`src/rtl/sbsh_pkg.sv`:
```
// ----------------------------------------------------------------------------
// sbsh_pkg
// Types, constants and round functions of the SHA-256 byte stream hasher.
// ----------------------------------------------------------------------------
package sbsh_pkg;

    typedef logic [31:0] t_word;

    localparam t_word K_ROUND [64] = '{
        32'h428a2f98, 32'h71374491, 32'hb5c0fbcf, 32'he9b5dba5,
        32'h3956c25b, 32'h59f111f1, 32'h923f82a4, 32'hab1c5ed5,
        32'hd807aa98, 32'h12835b01, 32'h243185be, 32'h550c7dc3,
        32'h72be5d74, 32'h80deb1fe, 32'h9bdc06a7, 32'hc19bf174,
        32'he49b69c1, 32'hefbe4786, 32'h0fc19dc6, 32'h240ca1cc,
        32'h2de92c6f, 32'h4a7484aa, 32'h5cb0a9dc, 32'h76f988da,
        32'h983e5152, 32'ha831c66d, 32'hb00327c8, 32'hbf597fc7,
        32'hc6e00bf3, 32'hd5a79147, 32'h06ca6351, 32'h14292967,
        32'h27b70a85, 32'h2e1b2138, 32'h4d2c6dfc, 32'h53380d13,
        32'h650a7354, 32'h766a0abb, 32'h81c2c92e, 32'h92722c85,
        32'ha2bfe8a1, 32'ha81a664b, 32'hc24b8b70, 32'hc76c51a3,
        32'hd192e819, 32'hd6990624, 32'hf40e3585, 32'h106aa070,
        32'h19a4c116, 32'h1e376c08, 32'h2748774c, 32'h34b0bcb5,
        32'h391c0cb3, 32'h4ed8aa4a, 32'h5b9cca4f, 32'h682e6ff3,
        32'h748f82ee, 32'h78a5636f, 32'h84c87814, 32'h8cc70208,
        32'h90befffa, 32'ha4506ceb, 32'hbef9a3f7, 32'hc67178f2
    };

    localparam t_word H_INIT [8] = '{
        32'h6a09e667, 32'hbb67ae85, 32'h3c6ef372, 32'ha54ff53a,
        32'h510e527f, 32'h9b05688c, 32'h1f83d9ab, 32'h5be0cd19
    };

    localparam logic [7:0] PAD_MARK   = 8'h80;
    localparam logic [5:0] LEN_OFFSET = 6'd56;
    localparam logic [5:0] LAST_POS   = 6'd63;

    function automatic t_word rotr(input t_word x, input int unsigned n);
        rotr = (x >> n) | (x << (32 - n));
    endfunction

    function automatic t_word big_s0(input t_word x);
        big_s0 = rotr(x, 2) ^ rotr(x, 13) ^ rotr(x, 22);
    endfunction

    function automatic t_word big_s1(input t_word x);
        big_s1 = rotr(x, 6) ^ rotr(x, 11) ^ rotr(x, 25);
    endfunction

    function automatic t_word small_s0(input t_word x);
        small_s0 = rotr(x, 7) ^ rotr(x, 18) ^ (x >> 3);
    endfunction

    function automatic t_word small_s1(input t_word x);
        small_s1 = rotr(x, 17) ^ rotr(x, 19) ^ (x >> 10);
    endfunction

endpackage

```
`src/rtl/sha256_byte_stream_hasher_top.sv`:
```
// ----------------------------------------------------------------------------
// sha256_byte_stream_hasher_top
// SHA-256 over a byte stream: buffer, pad, compress, emit eight digest words.
// ----------------------------------------------------------------------------
//  channel   dir  payload                                   handshake
//  s (in)    in   tdata=msg_byte, tuser=byte_present,       i_s_tvalid/o_s_tready
//                 tlast=end_message
//  m (out)   out  tdata=digest_word,word_index, tlast=last  o_m_tvalid/i_m_tready
//
//  Flow: a word with or without a byte is taken while idle; the word that
//  fills a 64-byte block starts 64 rounds of the shared round unit, then one
//  chaining add. End of message pads byte by byte up to the block end (one
//  or two blocks), compresses each padded block, then emits the eight digest
//  words, one per output handshake.
//  Reset: synchronous, active low; the chaining value returns to the initial
//  hash, counts clear. Input is not taken while a block or the digest is in
//  flight; a stalled digest word holds until taken.
// ----------------------------------------------------------------------------
module sha256_byte_stream_hasher_top (
    input  logic        i_clk,
    input  logic        i_rst_n,
    input  logic        i_s_tvalid,
    output logic        o_s_tready,
    input  logic [7:0]  i_s_tdata,   // [7:0] msg_byte
    input  logic        i_s_tuser,   // [0] byte_present
    input  logic        i_s_tlast,   // end_message
    output logic        o_m_tvalid,
    input  logic        i_m_tready,
    output logic [39:0] o_m_tdata,   // [31:0] digest_word, [34:32] word_index, zero fill
    output logic        o_m_tlast    // last_word
);
    import sbsh_pkg::*;

    localparam logic [2:0] S_IDLE = 3'd0;
    localparam logic [2:0] S_PAD  = 3'd1;
    localparam logic [2:0] S_COMP = 3'd2;
    localparam logic [2:0] S_ADD  = 3'd3;
    localparam logic [2:0] S_OUT  = 3'd4;

    localparam logic [1:0] AFT_IDLE = 2'd0;
    localparam logic [1:0] AFT_PAD  = 2'd1;
    localparam logic [1:0] AFT_OUT  = 2'd2;

    logic [2:0]   r_state, n_state;
    logic [1:0]   r_after, n_after;
    logic [5:0]   r_cnt, n_cnt;
    logic [63:0]  r_bits, n_bits;
    logic [5:0]   r_round, n_round;
    logic [2:0]   r_idx, n_idx;
    logic         r_mark, n_mark;
    logic         r_lenblk, n_lenblk;
    t_word        r_chain [8];
    t_word        n_chain [8];
    t_word        r_v [8];
    t_word        n_v [8];
    logic [511:0] r_blk, n_blk;   // block buffer, then rolling schedule (word 0 on top)

    logic         s_acc, m_acc;
    logic [7:0]   pad_byte;
    logic         cur_len;
    t_word        w0, w_new, t1, t2;

    assign s_acc = i_s_tvalid && o_s_tready;
    assign m_acc = o_m_tvalid && i_m_tready;

    assign o_s_tready = (r_state == S_IDLE);
    assign o_m_tvalid = (r_state == S_OUT);
    assign o_m_tdata  = {5'd0, r_idx, r_chain[r_idx]};
    assign o_m_tlast  = (r_idx == 3'd7);

    // shared round unit and schedule expansion
    assign w0    = r_blk[511:480];
    assign w_new = small_s1(r_blk[63:32]) + r_blk[223:192] + small_s0(r_blk[479:448]) + w0;
    assign t1    = r_v[7] + big_s1(r_v[4]) + ((r_v[4] & r_v[5]) ^ (~r_v[4] & r_v[6]))
                 + K_ROUND[r_round] + w0;
    assign t2    = big_s0(r_v[0]) + ((r_v[0] & r_v[1]) ^ (r_v[0] & r_v[2]) ^ (r_v[1] & r_v[2]));

    // pad byte: mark, then zeros, length bytes in the last eight slots
    assign cur_len = r_mark ? (r_cnt < LEN_OFFSET) : r_lenblk;
    always_comb begin
        if (r_mark) begin
            pad_byte = PAD_MARK;
        end else if (r_lenblk && (r_cnt >= LEN_OFFSET)) begin
            pad_byte = r_bits[{3'd7 - r_cnt[2:0], 3'd0} +: 8];
        end else begin
            pad_byte = 8'd0;
        end
    end

    always_comb begin
        n_state  = r_state;
        n_after  = r_after;
        n_cnt    = r_cnt;
        n_bits   = r_bits;
        n_round  = r_round;
        n_idx    = r_idx;
        n_mark   = r_mark;
        n_lenblk = r_lenblk;
        n_chain  = r_chain;
        n_v      = r_v;
        n_blk    = r_blk;
        unique case (r_state)
            S_IDLE: begin
                if (s_acc) begin
                    if (i_s_tlast) begin
                        n_mark = 1'b1;
                        n_state = S_PAD;
                    end
                    if (i_s_tuser) begin
                        n_blk  = {r_blk[503:0], i_s_tdata};
                        n_cnt  = r_cnt + 6'd1;
                        n_bits = r_bits + 64'd8;
                        if (r_cnt == LAST_POS) begin
                            // block full: compress, then pad or wait
                            n_after = i_s_tlast ? AFT_PAD : AFT_IDLE;
                            n_v     = r_chain;
                            n_round = 6'd0;
                            n_state = S_COMP;
                        end
                    end
                end
            end
            S_PAD: begin
                n_blk    = {r_blk[503:0], pad_byte};
                n_cnt    = r_cnt + 6'd1;
                n_mark   = 1'b0;
                n_lenblk = cur_len;
                if (r_cnt == LAST_POS) begin
                    n_after  = cur_len ? AFT_OUT : AFT_PAD;
                    n_lenblk = 1'b1;   // a following block carries the length
                    n_v      = r_chain;
                    n_round  = 6'd0;
                    n_state  = S_COMP;
                end
            end
            S_COMP: begin
                n_blk  = {r_blk[479:0], w_new};
                n_v[7] = r_v[6];
                n_v[6] = r_v[5];
                n_v[5] = r_v[4];
                n_v[4] = r_v[3] + t1;
                n_v[3] = r_v[2];
                n_v[2] = r_v[1];
                n_v[1] = r_v[0];
                n_v[0] = t1 + t2;
                n_round = r_round + 6'd1;
                if (r_round == LAST_POS) begin
                    n_state = S_ADD;
                end
            end
            S_ADD: begin
                for (int i = 0; i < 8; i++) begin
                    n_chain[i] = r_chain[i] + r_v[i];
                end
                n_idx = 3'd0;
                unique case (r_after)
                    AFT_PAD: n_state = S_PAD;
                    AFT_OUT: n_state = S_OUT;
                    default: n_state = S_IDLE;
                endcase
            end
            S_OUT: begin
                if (m_acc) begin
                    n_idx = r_idx + 3'd1;
                    if (r_idx == 3'd7) begin
                        // digest done: start a fresh message
                        n_chain  = H_INIT;
                        n_bits   = 64'd0;
                        n_cnt    = 6'd0;
                        n_lenblk = 1'b0;
                        n_state  = S_IDLE;
                    end
                end
            end
            default: begin
                n_state = S_IDLE;
            end
        endcase
    end

    always_ff @(posedge i_clk) begin
        if (!i_rst_n) begin
            r_state  <= S_IDLE;
            r_after  <= AFT_IDLE;
            r_cnt    <= 6'd0;
            r_bits   <= 64'd0;
            r_round  <= 6'd0;
            r_idx    <= 3'd0;
            r_mark   <= 1'b0;
            r_lenblk <= 1'b0;
            r_chain  <= H_INIT;
        end else begin
            r_state  <= n_state;
            r_after  <= n_after;
            r_cnt    <= n_cnt;
            r_bits   <= n_bits;
            r_round  <= n_round;
            r_idx    <= n_idx;
            r_mark   <= n_mark;
            r_lenblk <= n_lenblk;
            r_chain  <= n_chain;
        end
    end

    always_ff @(posedge i_clk) begin
        r_v   <= n_v;
        r_blk <= n_blk;
    end

endmodule

```
`config.mk`:
```
export PLATFORM = sky130hd
export DESIGN_NAME = sha256_byte_stream_hasher_top
export DESIGN_NICKNAME = d
export VERILOG_FILES = /design/src/rtl/sbsh_pkg.sv /design/src/rtl/sha256_byte_stream_hasher_top.sv
export SDC_FILE = /design/constraint.sdc
export NUM_CORES = 2
export LEC_CHECK = 0
export BUFFER_PORTS_ARGS = -buffer_cell sky130_fd_sc_hd__buf_2
export CAP_MARGIN = 20
export CORE_MARGIN = 4
export CORE_UTILIZATION = 45
export CTS_BUF_LIST = sky130_fd_sc_hd__clkbuf_2
export CTS_CLUSTER_DIAMETER = 120
export CTS_CLUSTER_SIZE = 24
export DETAILED_ROUTE_END_ITERATION = 16
export HOLD_SLACK_MARGIN = 0.1
export PLACE_DENSITY = 0.63
export SLEW_MARGIN = 15
export SYNTH_ARGS = -nofsm -noshare
export SYNTH_HDL_FRONTEND = slang
export SYNTH_SLANG_ARGS = --single-unit
```
`constraint.sdc`:
```
create_clock -name i_clk -period 77 [get_ports i_clk]
set_input_delay 11.55 -clock i_clk [delete_from_list [all_inputs] [get_ports i_clk]]
set_output_delay 11.55 -clock i_clk [all_outputs]
set_load 0.05 [all_outputs]
```
==> summary.txt <==
Logic synthesis
  • Async set-reset flop share out of synthesis: 0%
  • Sequential area share after synthesis: between 30 and 40%
  • Synth Cell Area: around 75000 µm²
  • Avg Synthesized Cell Area: 8.97 µm²
  • Distinct cells, synth: a little over 100
  • Post-Synth Simple-Gate Area: around 18%
  • FF+latch count, synth: 1107
  • Largest family of logic cells by synthesized area: simple AND/OR/NAND/NOR gates
  • Synth Instances: 8325
  • EDFF count, synth: between 700 and 800
  • Mux cell area share after synthesis: under 10%
  • Most used DFF post-synth: edfxtp_1
  • Adder-cell share of the synthesized area: between 10% and 20%
  • Synth warnings: 0
  • Synth Area in Compound Gates: approximately 14%
  • XOR/XNOR Fraction of Synth Area: 7.35%

Setup path
  • Arrival @ worst endpoint: 4.38 ns
  • Critical Path End: o_m_tdata[21]
  • Crit. Startpoint: r_idx[0]
  • RR Endpoint: r_v[255]
  • Crit start category: register
  • Crit Path Max Fanout: 40
  • Worst EP required: 65.45 ns
  • Crit. End Element: output port
  • Kind of critical path: reg -> out
  • Worst R2R Setup Slack: approximately 66 ns
  • Critical R2R Launch: r_round[0]
  • Cell count of the worst reg-to-reg path: 34

Placement
  • I/O Buffers: 51
  • Post-Place Worst Slack: 61.68 ns
  • GP Congestion: a little under 1
  • DP HPWL: 169000 µm
  • Placed Cells incl. Taps: 10165

Cells and area
  • Most common cell after layout, fill and taps aside: nand2_1
  • Fraction of layout cells with a size suffix above 1: between 5 and 6%
  • Commonest cells after routing, fill and taps aside: nand2_1, edfxtp_1, o21ai_0
  • # nets final: 8642
  • Layout area overhead: 3.38%
  • Fill count: between 15000 and 20000
  • Post-route insts no fill: approximately 10000

Power
  • Power density cells: 18.6 nW/µm²
  • Max VDD drop: 0.0182 mV
  • Design Power: between 1 and 1.5 mW
  • Leakage Power: 32.5 nW

Routing
  • Post-detailed-route count of antenna-violating nets: 0
  • Vias per cell: between 5 and 6
  • Router iterations before antenna repair: 6
  • Drt total wl: roughly 230000 µm
  • 1st-iter DRT viols: approximately 7000
  • Wire per inst: approximately 23 µm
  • Via count: 59786
  • DR DRC count: 0

Die
  • FP Rows: 149
  • Die Span Y: 415 µm
  • Die W: between 400 and 500 µm
  • Die area: 172000 µm²
  • Initial core utilization: a little under half
  • Core area: ~160000 µm²
  • Top Ports: 57

Global routing
  • Met3 Use GR: under 10%
  • Grt ovf: 0
  • Busiest grt layer: met1
  • First-pass GRT wire length: between 300000 and 400000 µm
  • Vias in the first global route: ~56000
  • Global Route Usage Sum: roughly a quarter
  • Largest net degree at the start of global routing: approximately 250
  • M2 GR Usage: around two fifths
  • Initial antenna violation count: 12
  • GR met1 Demand/Resource: 38.7%

STA
  • Setup Skew: 0.192 ns
  • Post-route minimum period: 15.93 ns
  • Final Hold Fails: 0
  • Fmax achieved: approximately 0.063 GHz
  • Final Hold Slack: about 0.46 ns
  • RSZ-0062 raised after global routing: false
  • Sum Neg Setup Slack: 0 ns
  • Slew HR: between 10% and 20%
  • Final Cycle Share: between 20% and 30%
  • Worst-margin pin slew: ~1.3 ns
  • Max Transition Viols Final: 0
  • Final WS setup: between 60 and 70 ns
  • Final setup viols: 0

Clock network
  • Clock edge transition at the registers on the reported setup and hold paths: between 0.4 and 0.5 ns
  • Skew-Pair Late Insertion Delay: about 1.6 ns
  • CTS tree: built
  • CTS Buf Count: 54
  • Sink Count: ~1100
  • H-tree levels: 2
  • CTS Hold Buffers Added: 0
  • Max clock buf depth: 3
  • Post-CTS sizing: 0
  • Postcts setup bufs: 0
  • Clock Tree Root: clkbuf_2

Status
  • Status: finished, final reports clean

Flow run
  • Maxcap violations: 0

Min path
  • Worst Hold Class: reg -> reg
## power by group
group / internal, mW / total [mW] / switching [mW]
clock: 0.0406 / 0.233 / 0.192
sequential: 0.671 / 0.692 / 0.0212
combinational: 0.200 / 0.513 / 0.313
total: 0.912 / 1.44 / 0.527
## area by class of cell
type,count,area [µm²],area share (%)
flip-flops and latches,1107,29900,38.7
clock buffers,94,470,0.610
repair buffers,110,792,1.03
well taps,2189,2740,3.55
inverters,470,1770,2.30
clock inverters,8,149,0.193
diodes,11,27.5,0.0357
multi-input cells,6289,41400,53.6
## how the worst min path moves through the flow
stage               cells past startpoint          to  slack, ns  startpoint
CTS                                     2   r_blk[59]       0.46   r_blk[27]
floorplan                               2    r_cnt[5]       0.45    r_cnt[5]
finish                                  2   r_blk[59]       0.46   r_blk[27]
global placement                        2    r_cnt[5]       0.47    r_cnt[5]
detailed placement                      2  r_bits[54]       0.50  r_bits[54]
global route                            2   r_blk[59]       0.44   r_blk[27]
## Yosys cell counts, drive strengths merged, types with 71 or more instances
cell type | instances | area [µm²]
edfxtp | 768 | 23100
nand2b | 79 | 494
xnor2 | 362 | 3170
ha | 399 | 4990
o21ai | 508 | 2550
nand2 | 2289 | 8590
nor2b | 130 | 813
mux4 | 80 | 1800
nor3 | 71 | 360
fa | 197 | 3940
o22ai | 92 | 576
a22oi | 71 | 533
inv | 469 | 1760
nor2 | 326 | 1230
dfxtp | 339 | 6790
xor2 | 262 | 2290
clkbuf | 427 | 1600
a21o | 208 | 1560
nand3 | 82 | 410
a21oi | 393 | 1970
## per-stage QoR
stage / cell area [µm²] / util (%)
CTS: 77100 / 46.8
global placement: 76500 / 46.4
floorplan: 74700 / -
global route: 77200 / 46.8
finish: 77200 / 46.8
detailed placement: 76500 / 46.4
## metal layers
metal  vias up  part of all wire, %
met4         2                  4.7
met3       373                  8.2
met5         -               0.0056
met1     29065                   45
li1      27912                    -
met2      2434                   42
## sequential cells by signal, summed over array words and instances (netlist names)
| register | cells |
|---|---|
| r_round | 6 |
| r_lenblk | 1 |
| r_v | 256 |
| r_state | 3 |
| r_bits | 61 |
| r_chain | 256 |
| r_mark | 1 |
| r_cnt | 6 |
| r_blk | 512 |
| r_after | 2 |
| r_idx | 3 |
## cell families (layout without fill, tap and decap cells)
family,count (synthesis),count (layout)
simple gates,3184,3184
compound gates,1700,1700
flops,1107,1107
buf+inv,933,682
xor+xnor,625,625
fa+ha+maj,606,606
mux,169,169
other cells,1,16
## worst max-delay path, cell delays in order (launching register included)
cell     delay (ns)
dfxtp_4        0.81
buf_4          0.70
mux4_2         0.58
mux2_2         0.37
buf_2          0.25
(Power assumes the default switching activity.)
